--- config.mk ---
export PLATFORM = sky130hd
export DESIGN_NAME = typed_buffer_occupancy_tracker_unit_flat
export DESIGN_NICKNAME = d
export VERILOG_FILES = /design/src/rtl/core/tbo_pkg.sv /design/src/rtl/core/tbo_stream_if.sv /design/src/rtl/core/typed_buffer_occupancy_tracker_unit.sv /design/src/rtl/core/tbo_cfg_regs.sv /design/src/rtl/core/tbo_level_core.sv /design/src/flat_wrapper.sv
export VERILOG_INCLUDE_DIRS = /design/src /design/src/rtl/core
export SDC_FILE = /design/constraint.sdc
export NUM_CORES = 1
export LEC_CHECK = 0
export CORE_ASPECT_RATIO = 0.7
export CORE_MARGIN = 2
export CORE_UTILIZATION = 45
export CTS_CLUSTER_SIZE = 25
export DETAILED_ROUTE_END_ITERATION = 7
export DONT_BUFFER_PORTS = 1
export RECOVER_POWER = 25
export SLEW_MARGIN = 20
export SYNTH_ARGS = -nofsm -noshare
export SYNTH_HDL_FRONTEND = slang
export SYNTH_SLANG_ARGS = --single-unit
--- constraint.sdc ---
create_clock -name clk_i -period 11.15 [get_ports clk_i]
set_input_delay 1.115 -clock clk_i [delete_from_list [all_inputs] [get_ports clk_i]]
set_output_delay 1.115 -clock clk_i [all_outputs]
set_load 0.1 [all_outputs]
--- src/rtl/core/typed_buffer_occupancy_tracker_unit_assert.svh ---
// ----------------------------------------------------------------------------
// typed buffer occupancy tracker assertion macros
// concurrent checks sampled on clk_i and disabled while rst_ni is low
// ----------------------------------------------------------------------------
`ifndef TYPED_BUFFER_OCCUPANCY_TRACKER_UNIT_ASSERT_SVH
`define TYPED_BUFFER_OCCUPANCY_TRACKER_UNIT_ASSERT_SVH

`ifndef SYNTHESIS

// plain property check
`define TBO_ASSERT(lbl, prop, msg) \
  lbl: assert property (@(posedge clk_i) disable iff (!rst_ni) (prop)) else $error(msg);

// next-cycle implication check
`define TBO_ASSERT_NEXT(lbl, ante, cons, msg) \
  lbl: assert property (@(posedge clk_i) disable iff (!rst_ni) (ante) |=> (cons)) \
    else $error(msg);

`else

`define TBO_ASSERT(lbl, prop, msg)
`define TBO_ASSERT_NEXT(lbl, ante, cons, msg)

`endif

`endif

--- src/rtl/core/tbo_pkg.sv ---
// ----------------------------------------------------------------------------
// tbo_pkg
// shared types, codes and defaults of the typed buffer occupancy tracker
// ----------------------------------------------------------------------------
package tbo_pkg;

  // default level width of one per-type counter
  localparam int unsigned LEVEL_WIDTH_DEF = 16;

  // fixed field widths
  localparam int unsigned AMT_W   = 16;
  localparam int unsigned TOTAL_W = 18;
  localparam int unsigned CAP_W   = 16;
  localparam int unsigned NTYPES  = 3;
  localparam int unsigned CFG_IDX_W = 3;
  localparam int unsigned CFG_DAT_W = 16;

  // command codes
  typedef enum logic [1:0] {
    CMD_ADD    = 2'd0,
    CMD_EVICT  = 2'd1,
    CMD_REMOVE = 2'd2,
    CMD_READY  = 2'd3
  } command_e;

  // data type codes
  localparam logic [1:0] TYPE_INPUT   = 2'd0;
  localparam logic [1:0] TYPE_WEIGHT  = 2'd1;
  localparam logic [1:0] TYPE_OUTPUT  = 2'd2;
  localparam logic [1:0] TYPE_UNKNOWN = 2'd3;

  // configuration register indexes
  localparam logic [CFG_IDX_W-1:0] REG_BUFFER_MODE     = 3'd0;
  localparam logic [CFG_IDX_W-1:0] REG_SHARED_CAPACITY = 3'd1;
  localparam logic [CFG_IDX_W-1:0] REG_INPUT_CAPACITY  = 3'd2;
  localparam logic [CFG_IDX_W-1:0] REG_WEIGHT_CAPACITY = 3'd3;
  localparam logic [CFG_IDX_W-1:0] REG_OUTPUT_CAPACITY = 3'd4;

  // buffer mode values
  localparam logic MODE_SHARED      = 1'b0;
  localparam logic MODE_INDEPENDENT = 1'b1;

  // one command item
  typedef struct packed {
    command_e        command;
    logic [1:0]      data_type;
    logic [2:0]      type_mask;
    logic [AMT_W-1:0] amount;
  } cmd_t;

  // one result item
  typedef struct packed {
    logic               accepted;
    logic [AMT_W-1:0]   amount_moved;
    logic [AMT_W-1:0]   type_level;
    logic [TOTAL_W-1:0] total_level;
    logic               type_full;
    logic               ready_res;
  } res_t;

  // configuration register set
  typedef struct packed {
    logic                         buffer_mode;
    logic [CAP_W-1:0]             shared_capacity;
    logic [NTYPES-1:0][CAP_W-1:0] type_capacity;
  } cfg_t;

endpackage

--- src/rtl/core/tbo_stream_if.sv ---
// ----------------------------------------------------------------------------
// tbo command and result channels
// valid/ready channels carrying one command item or one result item
// ----------------------------------------------------------------------------
interface tbo_cmd_if;
  logic                      valid;
  logic                      ready;
  tbo_pkg::command_e         command;
  logic [1:0]                data_type;
  logic [2:0]                type_mask;
  logic [tbo_pkg::AMT_W-1:0] amount;

  modport source (output valid, command, data_type, type_mask, amount, input ready);
  modport sink   (input valid, command, data_type, type_mask, amount, output ready);
endinterface

interface tbo_res_if;
  logic                        valid;
  logic                        ready;
  logic                        accepted;
  logic [tbo_pkg::AMT_W-1:0]   amount_moved;
  logic [tbo_pkg::AMT_W-1:0]   type_level;
  logic [tbo_pkg::TOTAL_W-1:0] total_level;
  logic                        type_full;
  logic                        ready_res;

  modport source (output valid, accepted, amount_moved, type_level, total_level,
                  type_full, ready_res, input ready);
  modport sink   (input valid, accepted, amount_moved, type_level, total_level,
                  type_full, ready_res, output ready);
endinterface

--- src/rtl/core/typed_buffer_occupancy_tracker_unit.sv ---
// ----------------------------------------------------------------------------
// typed_buffer_occupancy_tracker_unit
// tracks input, weight and output levels of an accelerator buffer
// ----------------------------------------------------------------------------
// flow: an accepted item is held in the item register, and its result is
//   registered in the result register once that register is free
// throughput: one item per cycle unless the result side stalls; the level
//   update and result are combinational between the item and result registers
// reset: levels, capacities, buffer mode and both valid flags clear at once
// ----------------------------------------------------------------------------
module typed_buffer_occupancy_tracker_unit #(
  parameter int unsigned LEVEL_WIDTH = tbo_pkg::LEVEL_WIDTH_DEF
) (
  input  logic                          clk_i,
  input  logic                          rst_ni,
  input  logic                          cfg_we_i,
  input  logic [tbo_pkg::CFG_IDX_W-1:0] cfg_idx_i,
  input  logic [tbo_pkg::CFG_DAT_W-1:0] cfg_wdata_i,
  tbo_cmd_if.sink                       cmd_i,
  tbo_res_if.source                     res_o
);

  tbo_pkg::cfg_t cfg;
  tbo_pkg::cmd_t item_q, item_d;
  tbo_pkg::res_t res_q, res_d;
  logic          item_valid_q, item_valid_d;
  logic          res_valid_q, res_valid_d;
  logic          res_free, step, cmd_take;

  // configuration registers
  tbo_cfg_regs u_cfg (
    .clk_i,
    .rst_ni,
    .cfg_we_i,
    .cfg_idx_i,
    .cfg_wdata_i,
    .cfg_o (cfg)
  );

  // handshake between item register and result register
  assign res_free     = !res_valid_q || res_o.ready;
  assign step         = item_valid_q && res_free;
  assign cmd_i.ready  = !item_valid_q || res_free;
  assign cmd_take     = cmd_i.valid && cmd_i.ready;
  assign item_valid_d = cmd_take || (item_valid_q && !step);
  assign res_valid_d  = step || (res_valid_q && !res_o.ready);

  always_comb begin
    item_d.command   = cmd_i.command;
    item_d.data_type = cmd_i.data_type;
    item_d.type_mask = cmd_i.type_mask;
    item_d.amount    = cmd_i.amount;
  end

  // level counters and command evaluation
  tbo_level_core #(
    .LEVEL_WIDTH (LEVEL_WIDTH)
  ) u_core (
    .clk_i,
    .rst_ni,
    .cfg_i  (cfg),
    .step_i (step),
    .cmd_i  (item_q),
    .res_o  (res_d)
  );

  // valid flags
  always_ff @(posedge clk_i or negedge rst_ni) begin
    if (!rst_ni) begin
      item_valid_q <= 1'b0;
      res_valid_q  <= 1'b0;
    end else begin
      item_valid_q <= item_valid_d;
      res_valid_q  <= res_valid_d;
    end
  end

  // payload registers
  always_ff @(posedge clk_i) begin
    if (cmd_take) begin
      item_q <= item_d;
    end
    if (step) begin
      res_q <= res_d;
    end
  end

  // result channel
  assign res_o.valid        = res_valid_q;
  assign res_o.accepted     = res_q.accepted;
  assign res_o.amount_moved = res_q.amount_moved;
  assign res_o.type_level   = res_q.type_level;
  assign res_o.total_level  = res_q.total_level;
  assign res_o.type_full    = res_q.type_full;
  assign res_o.ready_res    = res_q.ready_res;

endmodule

--- src/rtl/core/tbo_cfg_regs.sv ---
// ----------------------------------------------------------------------------
// tbo_cfg_regs
// buffer mode and capacity registers behind the plain write port
// ----------------------------------------------------------------------------
module tbo_cfg_regs (
  input  logic                                clk_i,
  input  logic                                rst_ni,
  input  logic                                cfg_we_i,
  input  logic [tbo_pkg::CFG_IDX_W-1:0]       cfg_idx_i,
  input  logic [tbo_pkg::CFG_DAT_W-1:0]       cfg_wdata_i,
  output tbo_pkg::cfg_t                       cfg_o
);

  tbo_pkg::cfg_t cfg_q, cfg_d;

  // decode register writes, unknown indexes are dropped
  always_comb begin
    cfg_d = cfg_q;
    if (cfg_we_i) begin
      case (cfg_idx_i)
        tbo_pkg::REG_BUFFER_MODE:     cfg_d.buffer_mode      = cfg_wdata_i[0];
        tbo_pkg::REG_SHARED_CAPACITY: cfg_d.shared_capacity  = cfg_wdata_i;
        tbo_pkg::REG_INPUT_CAPACITY:  cfg_d.type_capacity[0] = cfg_wdata_i;
        tbo_pkg::REG_WEIGHT_CAPACITY: cfg_d.type_capacity[1] = cfg_wdata_i;
        tbo_pkg::REG_OUTPUT_CAPACITY: cfg_d.type_capacity[2] = cfg_wdata_i;
        default: ;
      endcase
    end
  end

  always_ff @(posedge clk_i or negedge rst_ni) begin
    if (!rst_ni) begin
      cfg_q <= '0;
    end else begin
      cfg_q <= cfg_d;
    end
  end

  assign cfg_o = cfg_q;

endmodule

--- src/rtl/core/tbo_level_core.sv ---
// ----------------------------------------------------------------------------
// tbo_level_core
// per-type and total level counters with the combinational command evaluation
// ----------------------------------------------------------------------------
`include "typed_buffer_occupancy_tracker_unit_assert.svh"

module tbo_level_core #(
  parameter int unsigned LEVEL_WIDTH = tbo_pkg::LEVEL_WIDTH_DEF
) (
  input  logic          clk_i,
  input  logic          rst_ni,
  input  tbo_pkg::cfg_t cfg_i,
  input  logic          step_i,
  input  tbo_pkg::cmd_t cmd_i,
  output tbo_pkg::res_t res_o
);

  // working width covers the total level and any level plus amount
  localparam int unsigned OW = LEVEL_WIDTH + 2;
  localparam int unsigned SW = ((LEVEL_WIDTH > tbo_pkg::AMT_W) ?
                                LEVEL_WIDTH : tbo_pkg::AMT_W) + 2;
  localparam logic [SW-1:0] LEVEL_MAX = SW'({LEVEL_WIDTH{1'b1}});

  logic [LEVEL_WIDTH-1:0] lvl_q [tbo_pkg::NTYPES];
  logic [LEVEL_WIDTH-1:0] lvl_d [tbo_pkg::NTYPES];
  logic [OW-1:0]          total_q, total_d;

  logic                   known;
  logic [SW-1:0]          amt, lvl_t, cap_t, total, shared_cap;
  logic [SW-1:0]          sum_t, sum_total;
  logic                   fits;
  logic                   accepted, ready, write_en, adding;
  logic [SW-1:0]          moved;
  logic [SW-1:0]          new_lvl_t, new_total;
  logic                   full;

  // select the addressed type
  always_comb begin
    known = 1'b1;
    lvl_t = '0;
    cap_t = '0;
    case (cmd_i.data_type)
      tbo_pkg::TYPE_INPUT: begin
        lvl_t = SW'(lvl_q[0]);
        cap_t = SW'(cfg_i.type_capacity[0]);
      end
      tbo_pkg::TYPE_WEIGHT: begin
        lvl_t = SW'(lvl_q[1]);
        cap_t = SW'(cfg_i.type_capacity[1]);
      end
      tbo_pkg::TYPE_OUTPUT: begin
        lvl_t = SW'(lvl_q[2]);
        cap_t = SW'(cfg_i.type_capacity[2]);
      end
      default: begin
        known = 1'b0;
      end
    endcase
  end

  assign amt        = SW'(cmd_i.amount);
  assign total      = SW'(total_q);
  assign shared_cap = SW'(cfg_i.shared_capacity);
  assign sum_t      = lvl_t + amt;
  assign sum_total  = total + amt;

  // capacity check of an add, with counter overflow treated as no fit
  always_comb begin
    if (cfg_i.buffer_mode == tbo_pkg::MODE_INDEPENDENT) begin
      fits = (sum_t <= cap_t);
    end else begin
      fits = (sum_total <= shared_cap);
    end
    if (sum_t > LEVEL_MAX) begin
      fits = 1'b0;
    end
  end

  // readiness over the masked types
  always_comb begin
    ready = 1'b1;
    for (int i = 0; i < tbo_pkg::NTYPES; i++) begin
      if (cmd_i.type_mask[i] && (SW'(lvl_q[i]) < amt)) begin
        ready = 1'b0;
      end
    end
  end

  // command evaluation
  always_comb begin
    accepted = 1'b0;
    moved    = '0;
    adding   = 1'b0;
    case (cmd_i.command)
      tbo_pkg::CMD_ADD: begin
        adding = 1'b1;
        if (known && fits) begin
          accepted = 1'b1;
          moved    = amt;
        end
      end
      tbo_pkg::CMD_EVICT: begin
        accepted = 1'b1;
        moved    = (amt < lvl_t) ? amt : lvl_t;
      end
      tbo_pkg::CMD_REMOVE: begin
        if (known && (total >= amt) && (lvl_t >= amt)) begin
          accepted = 1'b1;
          moved    = amt;
        end
      end
      default: ;
    endcase
  end

  // new levels after this item
  assign new_lvl_t = adding ? (lvl_t + moved) : (lvl_t - moved);
  assign new_total = adding ? (total + moved) : (total - moved);
  assign write_en  = step_i && known && (cmd_i.command != tbo_pkg::CMD_READY)
                     && accepted;

  always_comb begin
    for (int i = 0; i < tbo_pkg::NTYPES; i++) begin
      lvl_d[i] = lvl_q[i];
      if (write_en && (cmd_i.data_type == 2'(i))) begin
        lvl_d[i] = LEVEL_WIDTH'(new_lvl_t);
      end
    end
    total_d = write_en ? OW'(new_total) : total_q;
  end

  always_ff @(posedge clk_i or negedge rst_ni) begin
    if (!rst_ni) begin
      for (int i = 0; i < tbo_pkg::NTYPES; i++) begin
        lvl_q[i] <= '0;
      end
      total_q <= '0;
    end else begin
      lvl_q   <= lvl_d;
      total_q <= total_d;
    end
  end

  // full flag seen after this item
  always_comb begin
    if (!known) begin
      full = 1'b0;
    end else if (cfg_i.buffer_mode == tbo_pkg::MODE_INDEPENDENT) begin
      full = (new_lvl_t >= cap_t);
    end else begin
      full = (new_total >= shared_cap);
    end
  end

  // result item
  always_comb begin
    res_o.accepted     = accepted;
    res_o.amount_moved = tbo_pkg::AMT_W'(moved);
    res_o.type_level   = known ? tbo_pkg::AMT_W'(new_lvl_t) : '0;
    res_o.total_level  = tbo_pkg::TOTAL_W'(new_total);
    res_o.type_full    = full;
    res_o.ready_res    = (cmd_i.command == tbo_pkg::CMD_READY) ? ready : 1'b0;
  end

  // checks
  `TBO_ASSERT(a_total_is_sum,
    total_q == (OW'(lvl_q[0]) + OW'(lvl_q[1]) + OW'(lvl_q[2])),
    "total level differs from the sum of type levels")
  `TBO_ASSERT_NEXT(a_ready_keeps_levels,
    step_i && (cmd_i.command == tbo_pkg::CMD_READY),
    $stable(total_q) && $stable(lvl_q[0]) && $stable(lvl_q[1]) && $stable(lvl_q[2]),
    "readiness check changed a level")
  `TBO_ASSERT_NEXT(a_reject_keeps_total,
    step_i && !accepted,
    $stable(total_q),
    "rejected item changed the total level")
  `TBO_ASSERT_NEXT(a_drain_never_grows,
    step_i && (cmd_i.command != tbo_pkg::CMD_ADD),
    total_q <= $past(total_q),
    "evict or remove raised the total level")

endmodule

--- src/flat_wrapper.sv ---
// flat-port wrapper written by rule: the top's interface ports become plain ports
module typed_buffer_occupancy_tracker_unit_flat 
#(
  parameter int unsigned LEVEL_WIDTH = tbo_pkg::LEVEL_WIDTH_DEF
)
  (clk_i, rst_ni, cfg_we_i, cfg_idx_i, cfg_wdata_i, cmd_i_valid, cmd_i_command, cmd_i_data_type, cmd_i_type_mask, cmd_i_amount, cmd_i_ready, res_o_valid, res_o_accepted, res_o_amount_moved, res_o_type_level, res_o_total_level, res_o_type_full, res_o_ready_res, res_o_ready);
  tbo_cmd_if cmd_i_i ();
  tbo_res_if res_o_i ();
  input  logic clk_i;
  input  logic rst_ni;
  input  logic cfg_we_i;
  input  logic [tbo_pkg::CFG_IDX_W-1:0] cfg_idx_i;
  input  logic [tbo_pkg::CFG_DAT_W-1:0] cfg_wdata_i;
  input wire logic [$bits(cmd_i_i.valid)-1:0] cmd_i_valid;
  input wire logic [$bits(cmd_i_i.command)-1:0] cmd_i_command;
  input wire logic [$bits(cmd_i_i.data_type)-1:0] cmd_i_data_type;
  input wire logic [$bits(cmd_i_i.type_mask)-1:0] cmd_i_type_mask;
  input wire logic [$bits(cmd_i_i.amount)-1:0] cmd_i_amount;
  output wire logic [$bits(cmd_i_i.ready)-1:0] cmd_i_ready;
  output wire logic [$bits(res_o_i.valid)-1:0] res_o_valid;
  output wire logic [$bits(res_o_i.accepted)-1:0] res_o_accepted;
  output wire logic [$bits(res_o_i.amount_moved)-1:0] res_o_amount_moved;
  output wire logic [$bits(res_o_i.type_level)-1:0] res_o_type_level;
  output wire logic [$bits(res_o_i.total_level)-1:0] res_o_total_level;
  output wire logic [$bits(res_o_i.type_full)-1:0] res_o_type_full;
  output wire logic [$bits(res_o_i.ready_res)-1:0] res_o_ready_res;
  input wire logic [$bits(res_o_i.ready)-1:0] res_o_ready;
  assign cmd_i_i.valid = cmd_i_valid;
  assign cmd_i_i.command = cmd_i_command;
  assign cmd_i_i.data_type = cmd_i_data_type;
  assign cmd_i_i.type_mask = cmd_i_type_mask;
  assign cmd_i_i.amount = cmd_i_amount;
  assign cmd_i_ready = cmd_i_i.ready;
  assign res_o_valid = res_o_i.valid;
  assign res_o_accepted = res_o_i.accepted;
  assign res_o_amount_moved = res_o_i.amount_moved;
  assign res_o_type_level = res_o_i.type_level;
  assign res_o_total_level = res_o_i.total_level;
  assign res_o_type_full = res_o_i.type_full;
  assign res_o_ready_res = res_o_i.ready_res;
  assign res_o_i.ready = res_o_ready;
  typed_buffer_occupancy_tracker_unit #(.LEVEL_WIDTH(LEVEL_WIDTH)) u_core (.clk_i(clk_i), .rst_ni(rst_ni), .cfg_we_i(cfg_we_i), .cfg_idx_i(cfg_idx_i), .cfg_wdata_i(cfg_wdata_i), .cmd_i(cmd_i_i), .res_o(res_o_i));
endmodule
# Word level (Yosys, flattened, before mapping)
# Index checks and enable logic that the tools add are counted.
# op_classes
add_sub_neg	6
bitwise	1
mux	17
n_eq_ne	10
magnitude_cmp	11
reduce_logical	34
# op_table
operator	n
16-bit case mux with 3 select lines	2
18-bit by 16-bit greater-or-equal comparator with 1-bit output	3
18-bit two-way mux	3
18-bit case mux with 3 select lines	1
16-bit < comparator	3
18-bit adder	2
18-bit subtractor	2
16-bit two-way mux	2
18-bit by 16-bit adder with 18-bit output	1
18-bit greater-or-equal comparator	1
18-bit by 16-bit > comparator with 1-bit output (second input constant)	1
18-bit by 16-bit <= comparator with 1-bit output	1
18-bit <= comparator	1
16-bit by 18-bit < comparator with 1-bit output	1
16-bit by 16-bit adder with 17-bit output	1
1-bit logical AND	16
2-bit AND reduction	5
1-bit two-way mux	8
2-bit == test (second input constant)	3
3-bit by 2-bit == test with 1-bit output (second input constant)	2
3-bit OR reduction	2
2-bit by 1-bit == test with 1-bit output (second input constant)	2
1-bit logical NOT	4
2-bit logical NOT	2
other kinds (7)	10
# word_totals
out_inout_bits	55
wordCells	100
in_bits	47
ff_bits	209

# Depth between registers and ports, before layout
# Gate-level depths: netlist of the first run.
# depth
ltp_word	13
ltp_mapped	58
ltp_nobuf	53

# By module
# A second synthesis of the first run with hierarchy kept.
# hier_totals
cells_unflattened	1619
hier_area_um2	16240.6
# by_module_without_submodules
module	n_inst	seq_area_each_um2	area_each_um2	cells_per_inst
tbo_level_core	1	1651.6	11222.0	1393
tbo_cfg_regs	1	1626.6	2632.5	142
typed_buffer_occupancy_tracker_unit	1	2332.2	2386.0	84

# Worst setup path before layout of the first run
# No wires, ideal clock.
# synth_path
path_kind	reg2reg
startpoint	register u_core.item_q[19] in the netlist's numbering
endpoint	register u_core.res_q (netlist bit u_core.res_o.type_full) (data pin)
arrival_ns	9.914
required_time_ns	10.875
path_buffers	4
stages_incl_launch_ff	55
period_less_slack_ns	10.189
setup_ns	0.275
setup_slack_ns	0.961
path_cell_list	edfxtp_1 -> clkbuf_1 -> nor2b_1 -> buf_2 -> nand2_1 -> o21ai_0 -> ha_1 -> o21bai_1 -> a21oi_1 -> o21bai_1 -> a21oi_1 -> o31ai_1 -> a21boi_0 -> o21bai_1 -> a21oi_1 -> o21ai_0 -> a21oi_1 -> o21bai_1 -> (+19 left out) -> a21oi_1 -> o21bai_1 -> a21oi_1 -> o21bai_1 -> a21oi_1 -> inv_1 -> o2111ai_1 -> o211a_1 -> a31oi_2 -> a41o_1 -> a21oi_1 -> xnor2_1 -> ha_1 -> nand4_1 -> and4b_1 -> o21ai_0 -> a2111oi_0 -> nor4_2
# synth_lines
element	line	text
start, declared	typed_buffer_occupancy_tracker_unit.sv:24	tbo_pkg::cmd_t item_q, item_d;
start signal, assigned	typed_buffer_occupancy_tracker_unit.sv:81	item_q <= item_d;
end signal, assigned	typed_buffer_occupancy_tracker_unit.sv:84	res_q <= res_d;
end, declared	typed_buffer_occupancy_tracker_unit.sv:25	tbo_pkg::res_t res_q, res_d;

==> results of run 1 <==
==> area by class of cell <==
| cell class | instances | area, um^2 |
|---|---|---|
| clock inverters | 13 | 66.3 |
| flip-flops and latches | 209 | 5610 |
| inverters | 93 | 349 |
| well taps | 435 | 544 |
| clock buffers | 27 | 611 |
| diodes | 1 | 2.50 |
| repair buffers | 29 | 221 |
| multi-input cells | 1110 | 9050 |
| fillers | 3031 | 16800 |
==> stage by stage <==
stage | hold WS [ps] | cell area, um^2 | setup WS, ps | setup TNS, ps
floorplan | 449 | 15100 | 961 | 0
global placement | 456 | 15700 | 702 | 0
detailed placement | 472 | 15700 | 288 | 0
CTS | 259 | 16400 | 281 | 0
global route | 260 | 16400 | -18.0 | -18.0
finish | 285 | 16500 | 776 | 0
==> registers in the layout (all words and copies together), names as in the netlist <==
signal,count
u_core.u_core.total,18
u_core.res_o.amount_moved,16
u_core.res_o.total_level,18
u_core.u_cfg.cfg_o,65
u_core.res_o.type_full,1
u_core.res_o.accepted,1
u_core.res_o.valid,1
u_core.item_valid_q,1
u_core.res_o.ready_res,1
u_core.u_core.lvl_q,48
u_core.item_q,23
u_core.res_o.type_level,16
==> cells by family after synthesis <==
group / after synthesis / share of synthesized area
AO/OA/AOI/OAI: 366 / 0.163
flip-flops: 209 / 0.371
XOR/XNOR: 69 / 0.0414
multiplexers: 143 / 0.104
adder cells (fa/ha/maj): 212 / 0.178
buffers and inverters: 129 / 0.0336
AND/OR/NAND/NOR: 320 / 0.108
==> Yosys cell counts, drive strengths merged (14+ instances only) <==
cell type  instances  area share
a211oi            15      0.0081
xor2              19       0.011
clkbuf            20      0.0050
ha               207        0.17
xnor2             49       0.029
a21oi            106       0.035
dfrtp            133        0.22
inv               93       0.023
nand4             14      0.0058
nand2b            23      0.0095
nor2              92       0.023
edfxtp            76        0.15
nand3             17      0.0056
o21ai             77       0.026
buf               16      0.0056
o21bai            15      0.0075
mux2i             35       0.023
nor3              18      0.0070
nand2             75       0.019
nor2b             15      0.0062
mux2             108       0.081
and2              23      0.0096
a21o              54       0.027
==> path summary, 6_finish.rpt <==
kind,from,to,depth (start not counted)
setup reg to reg,u_core.item_q[20],u_core.res_o.type_full,46
hold reg to reg,u_core.item_valid_q,u_core.res_o.valid,1
max in group asynchronous,rst_ni,u_core.u_core.lvl_q[15],0
hold / removal,rst_ni,u_core.u_cfg.cfg_o[51],0
min in group clk_i,u_core.item_valid_q,u_core.res_o.valid,1
setup / recovery,u_core.item_q[20],u_core.res_o.type_full,46
==> layout by cell type (no fill, tap or decap), types with 7 or more instances in the layout <==
cell and instances:
clkinv_1 7, a211oi_1 13, nor2b_1 14, a22o_1 11, inv_1 92, buf_4 28
nand2_1 75, mux2_2 107, nor3_1 14, a21oi_1 102, o31ai_1 7, xnor2_1 46
mux2i_1 34, dfrtp_1 133, nand3_1 17, o21a_1 12, and2_1 19, a21o_1 54
o21ai_0 73, nand4_1 14, clkbuf_16 23, nand2b_1 23, o211ai_1 8, xor2_1 18
o21bai_1 15, edfxtp_1 76, ha_1 207, nor2_1 90
==> worst max-delay path: cells and delay by family, from the launching register on <==
kind	cells	cell delay (ps)
AOI/OAI and AO/OA	26	5560
xor gates and xnor gates	3	570
adders and majority gates	5	1530
buffers and inverters	3	680
DFF	1	490
muxes	1	130
and+or+nand+nor	8	1170
==> routing by layer <==
layer	GRT usage	wire length, um	vias up	share of wire
met3	0.0411	2720	42	0.062
met1	0.395	22600	5570	0.52
met2	0.357	17700	321	0.40
li1	-	-	5316	-
met4	0.0492	837	0	0.019
met5	0	0	-	0
==> repair_timing <==
item	4_1_cts	5_1_grt
resized for setup	0	14
setup endpoints to repair	0	1
setup buffers	0	4
==> run summary, run 1 <==
Max-cap violations - 0
DP Cell Count - 1872
ys async rst share - 0.636
die width - 223 um
Root Driver - clkbuf_16
drt via density - 5.87
# setup viols final - 0
Tightest Pin Transition - 1100 ps
Avg Inst Size Synth - 10.4 um^2
DRT Pass-1 Iters - 5
Worst-path clk slew - 70 ps
Post-DP HPWL - 34200 um
Final Hold Viols - 0
min cycle time layout - 10370 ps
Req. time, crit path - 11430 ps
gr usage total - 0.251
# hold bufs at CTS - 0
DRT antenna net count - 0
Crit Path Category - reg2reg
GPL Wtd Cong - 0.919
CP most frequent cell - a21oi_1
Final Cycle Share - 0.930
port bufs - 0
largest net degree at the start of global routing - 134
clock skew - 13.2 ps
min-delay worst type - in2async
CP max stage delay - 550 ps
CTS tree - yes
routed vias - 11249
Worst Path Arrival - 10650 ps
final core utilization - 0.494
Ports - 102
Yosys cell types - 96
Synth Net Count - 1706
CTS buffer count - 22
Synth Cell Area - 15100 um^2
number of flops mapped to enable cells by yosys - 76
reg-to-reg slack, setup - 780 ps
Max Slew Vio Count - 0
initial drt markers - 914
# clock sinks - 209
fmax - 0.0964 GHz
# rows - 56
Syn Inst Count - 1448
crit-path max FO - 18
CTS Buffer Depth - 3
CORE AREA - 33300 um^2
H-tree Lvls - 1
Startpoint Class - flop
status - completed
DRT Wirelength - 43800 um
initial core utilization - 0.454
Nets - 1723
Yosys reg bits - 209
sequential fraction of the synthesis area - 0.371
Final Non-Filler Cells - 1917
vias in the first global route - 10853
DRC - 0
relative slew slack - 0.263
synth-to-layout area growth - 8.93%
Die Ht - 157 um
total grt overflow - 0
initial antenna violation count - 1
nature of the critical path endpoint - flop
first-pass GRT wire length - 66600 um
die area - 35100 um^2
synth warn - 0
fraction of layout cells with a size suffix above 1 - 0.148
latest clock arrival within the worst-skew pair - 530 ps
Crit-path slowest cell - o2bb2ai_1
Most used DFF post-synth - dfrtp_1
routed len/inst - 22.9 um
Power of run 1 is left out: the tool's default activity adds up to more than one toggle a clock period on the data nets, which glitch-free logic cannot reach.
==> run 2, diff against run 1 <==
PLACE_DENSITY = 0.59   (was default)
==> run summary, run 2 (synthesis gave the netlist of run 1 again) <==
Crit-path slowest cell - edfxtp_1
min-delay worst type - in2async
area of the multi-input gates - 9030 um^2 (-0.19%)
Max Slew Vio Count - 0 (unchanged)
latest clock arrival within the worst-skew pair - 530 ps (about the same)
relative slew slack - 0.258 (-0.00510)
Worst Path Arrival - 10690 ps (+40 ps)
Final Non-Filler Cells - 1921 (+0.21%)
GPL Wtd Cong - 0.949 (+3.3%)
Post-DP HPWL - 34100 um (-0.31%)
Nets - 1726 (+0.17%)
final core utilization - 0.498 (+0.00338)
synth-to-layout area growth - 9.68%
RSZ-0062 raised after global routing - false
CP most frequent cell - a21oi_1
fmax - 0.0960 GHz (-0.36%)
FILL cells - 2986 (-1.5%)
initial antenna violation count - 2 (+1)
first-pass GRT wire length - 66500 um (-0.19%)
die width - 223 um (unchanged)
crit-path max FO - 6 (-12)
Max-cap violations - 0 (unchanged)
final setup TNS - 0 ps (unchanged)
initial drt markers - 880 (-3.7%)
Final Hold Viols - 0 (unchanged)
DP Cell Count - 1873 (+0.053%)
DRT antenna net count - 0 (unchanged)
Top delay family on crit path - compound AO/OA/AOI/OAI gates
Die Ht - 157 um (unchanged)
vias in the first global route - 10909 (+0.52%)
CP max stage delay - 480 ps (-70 ps)
number of flip-flops in the largest register - 65 (unchanged)
port bufs - 0 (unchanged)
CTS tree - yes
most frequent cells in the layout - 207 x ha_1, 133 x dfrtp_1, 107 x mux2_2
Worst-path clk slew - 60 ps (about the same)
commonest non-fill, non-tap cell in the layout - ha_1
# clock sinks - 209 (unchanged)
Ports - 102 (unchanged)
routed len/inst - 22.8 um (-0.42%)
nature of the critical path endpoint - flop
crit path buf inv count - 4 (+1)
Crit Path Category - reg2reg
min cycle time layout - 10410 ps (+37.6 ps)
DRT Wirelength - 43700 um (-0.21%)
clock skew - 10.6 ps (-2.57 ps)
# setup viols final - 0 (unchanged)
FF+latch area - 5610 um^2 (unchanged)
fraction of layout cells with a size suffix above 1 - 0.148 (+0.000375)
total grt overflow - 0 (unchanged)
DRT Pass-1 Iters - 5 (unchanged)
Final Cycle Share - 0.934 (+0.00338)
# hold bufs at CTS - 0 (unchanged)
largest net degree at the start of global routing - 134 (unchanged)
CTS Buffer Depth - 3 (unchanged)
CTS buffer count - 23 (+4.5%)
routed vias - 11229 (-0.18%)
H-tree Lvls - 1 (unchanged)
die area - 35100 um^2 (unchanged)
Startpoint Class - flop
Root Driver - clkbuf_16
CORE AREA - 33300 um^2 (unchanged)
drt via density - 5.85 (-0.39%)
initial core utilization - 0.454 (unchanged)
Req. time, crit path - 11430 ps (about the same)
status - completed
gr usage total - 0.251 (about the same)
DRC - 0 (unchanged)
Tightest Pin Transition - 1110 ps (+7.62 ps)
# rows - 56 (unchanged)
## run 2: changes by cell type in the layout (fill, tap and decap cells not counted), sizes merged
cell,change
clkinv,-8
clkbuf,+5
bufinv,+4
buf,+2
clkinvlp,-1
diode,+1
inv,+1
## run 2: layout make-up
class / count / share of cell area
Antenna cell: 2 / 0.000302
Clock buffer: 32 / 0.0386
Clock inverter: 9 / 0.00929
Inverter: 93 / 0.0211
Multi-Input combinational cell: 1110 / 0.545
Sequential cell: 209 / 0.339
Tap cell: 435 / 0.0329
Timing Repair Buffer: 31 / 0.0140
## run 2: repair_timing
item / in CTS / in global routing
resized for setup: 0 / 8
setup buffers: 0 / 5
endpoints found under the setup margin: 0 / 1
## run 2: path summary, 6_finish.rpt
kind / startpoint / endpoint / slack [ps] / cells after the start
max in group asynchronous: rst_ni / u_core.u_core.lvl_q[12] / 10600 / 0
hold reg to reg: u_core.item_valid_q / u_core.res_o.valid / 480 / 1
setup / recovery: u_core.item_q[20] / u_core.res_o.type_full / 740 / 51
setup reg to reg: u_core.item_q[20] / u_core.res_o.type_full / 740 / 51
hold / removal: rst_ni / u_core.u_cfg.cfg_o[60] / 280 / 0
min in group clk_i: u_core.item_valid_q / u_core.res_o.valid / 480 / 1
## run 2: layer usage
layer / part of all wire / wire length, um / up-vias / track usage
li1: - / - / 5334 / -
met1: 0.52 / 22700 / 5472 / 0.394
met2: 0.38 / 16700 / 363 / 0.339
met3: 0.069 / 3020 / 60 / 0.0500
met4: 0.031 / 1360 / 0 / 0.0770
met5: 0 / 0 / - / 0
## run 2: stage by stage
step                      setup slack, ps  hold WS [ps]  instance area, um^2
after floorplan                       961           449                15100
after global placement                802           459                15700
after detailed placement              391           481                15700
after CTS                             344           257                16500
after global routing                 39.3           258                16600
final                                 738           278                16600
Power of run 2 is left out for the same reason.
==> run 3, diff against run 2 <==
BUFFER_PORTS_ARGS = -buffer_cell sky130_fd_sc_hd__buf_4   (was default)
DONT_BUFFER_PORTS = default   (was 1)
PLACE_DENSITY = 0.61   (was 0.59)
==> run summary, run 3 (synthesis gave the netlist of run 1 again) <==
CP endpoint - u_core.res_o.type_full
clock skew - 26.9 ps (+16.2 ps)
DRT Pass-1 Iters - 5 (unchanged)
Post-DP HPWL - 35200 um (+3.2%)
min cycle time layout - 10460 ps (+48.9 ps)
fmax - 0.0956 GHz (-0.47%)
commonest non-fill, non-tap cell in the layout - ha_1
M1 GR Usage - 0.408 (+0.0138)
vias in the first global route - 11028 (+1.1%)
# hold bufs at CTS - 0 (unchanged)
gr usage total - 0.255 (+0.00443)
first-pass GRT wire length - 67500 um (+1.6%)
CTS buffer count - 22 (-4.3%)
die width - 223 um (unchanged)
latest clock arrival within the worst-skew pair - 540 ps (about the same)
Worst Path Arrival - 10740 ps (+50 ps)
Worst-path clk slew - 70 ps (about the same)
crit-path max FO - 8 (+2)
met2 Resource Use GR - 0.355 (+0.0164)
Die Ht - 157 um (unchanged)
initial drt markers - 947 (+7.6%)
reg2reg start - u_core.item_q[20]
drt via density - 5.71 (-2.3%)
Top delay family on crit path - compound AO/OA/AOI/OAI gates
GPL Wtd Cong - 0.894 (-5.8%)
Tightest Pin Transition - 3890 ps (+2780 ps)
Stages on worst setup path - 46 (-9.8%)
Final Cycle Share - 0.938 (+0.00439)
# rows - 56 (unchanged)
largest net degree at the start of global routing - 69 (-49%)
synth-to-layout area growth - 14.4%
crit path buf inv count - 3 (-1)
failing checks - capacitance limit, slew limit
initial core utilization - 0.454 (unchanged)
H-tree Lvls - 1 (unchanged)
Nets - 1830 (+6.0%)
# clock sinks - 209 (unchanged)
FILL cells - 2988 (+0.067%)
Ports - 102 (unchanged)
DRT antenna net count - 0 (unchanged)
hold slack - 485 ps (+207 ps)
# setup viols final - 0 (unchanged)
min-delay worst type - reg2reg
Startpoint Class - flop
Crit Path Category - reg2reg
DRT Wirelength - 44700 um (+2.1%)
Final Hold Viols - 0 (unchanged)
fraction of layout cells with a size suffix above 1 - 0.203 (+0.0545)
relative slew slack - -1.59 (-1.85)
initial antenna violation count - 0 (-2)
reg-to-reg slack, setup - 690 ps (-50 ps)
most frequent cells in the layout - 207 x ha_1, 133 x dfrtp_1, 107 x mux2_2, 107 x buf_4, 103 x a21oi_1
CP max stage delay - 690 ps (+210 ps)
Crit-path slowest cell - o21ai_0
FF+latch area - 5610 um^2 (unchanged)
total grt overflow - 0 (unchanged)
DRC - 0 (unchanged)
Worst Reg-to-Reg Cells - 46 (-9.8%)
met3 usage - 0.0431 (-0.00691)
Root Driver - clkbuf_16
Max Slew Vio Count - 93 (+93)
Req. time, crit path - 11430 ps (about the same)
nature of the critical path endpoint - flop
routed vias - 11563 (+3.0%)
routed len/inst - 22.1 um (-3.1%)
crit path from - u_core.item_q[20]
CTS Buffer Depth - 3 (unchanged)
capturing point of the worst reg2reg path - u_core.res_o.type_full
status - finished with violations
port bufs - 101 (+101)
CORE AREA - 33300 um^2 (unchanged)
Max-cap violations - 2 (+2)
area of the multi-input gates - 9050 um^2 (+0.21%)
CTS tree - yes
GR peak layer - met1
number of flip-flops in the largest register - 65 (unchanged)
die area - 35100 um^2 (unchanged)
==> run 3: cell count changes in the layout (fill, tap and decap cells not counted), sizes merged <==
cell / delta
clkinv: +1
buf: +76
bufinv: -4
clkbuf: +32
diode: -1
inv: -1
==> run 3: worst min-delay path by stage <==
stage	startpoint	end	slack, ps	cells past startpoint
after floorplan	u_core.item_valid_q	u_core.res_o.valid	450	1
after global placement	u_core.item_valid_q	u_core.res_o.valid	460	1
after detailed placement	u_core.item_valid_q	u_core.res_o.valid	480	1
after CTS	u_core.item_valid_q	u_core.res_o.valid	480	1
after global routing	u_core.u_cfg.cfg_o[23]	u_core.u_cfg.cfg_o[23]	520	1
final	u_core.item_valid_q	u_core.res_o.valid	490	1
==> run 3: stage by stage <==
stage               cells  setup WS (ps)  cell area [um^2]  utilization  TNS (ps)
finish               2024            689             17300        0.519         0
CTS                  2016            291             17200        0.517         0
global route         2023          -19.1             17300        0.519     -19.1
detailed placement   1976            295             16500        0.495         0
global placement     1976            675             16500        0.495         0
floorplan            1448            961             15100            -         0
==> run 3: per-layer routing <==
layer / vias to the layer above / share of wire
met2: 367 / 0.39
met3: 39 / 0.070
met4: 0 / 0.020
met1: 5610 / 0.52
met5: - / 0
li1: 5547 / -
==> run 3: repair_timing <==
action,4_1_cts,5_1_grt
endpoints found under the setup margin,0,1
buffers inserted,0,7
resized for setup,0,11
==> run 3: area by class of cell <==
class	instances	area share
Tap cell	435	0.0315
Inverter	93	0.0202
Clock inverter	5	0.00167
Multi-Input combinational cell	1110	0.524
Clock buffer	35	0.0401
Antenna cell	1	0.000145
Sequential cell	209	0.325
Timing Repair Buffer	136	0.0577
Power of run 3 is left out for the same reason.
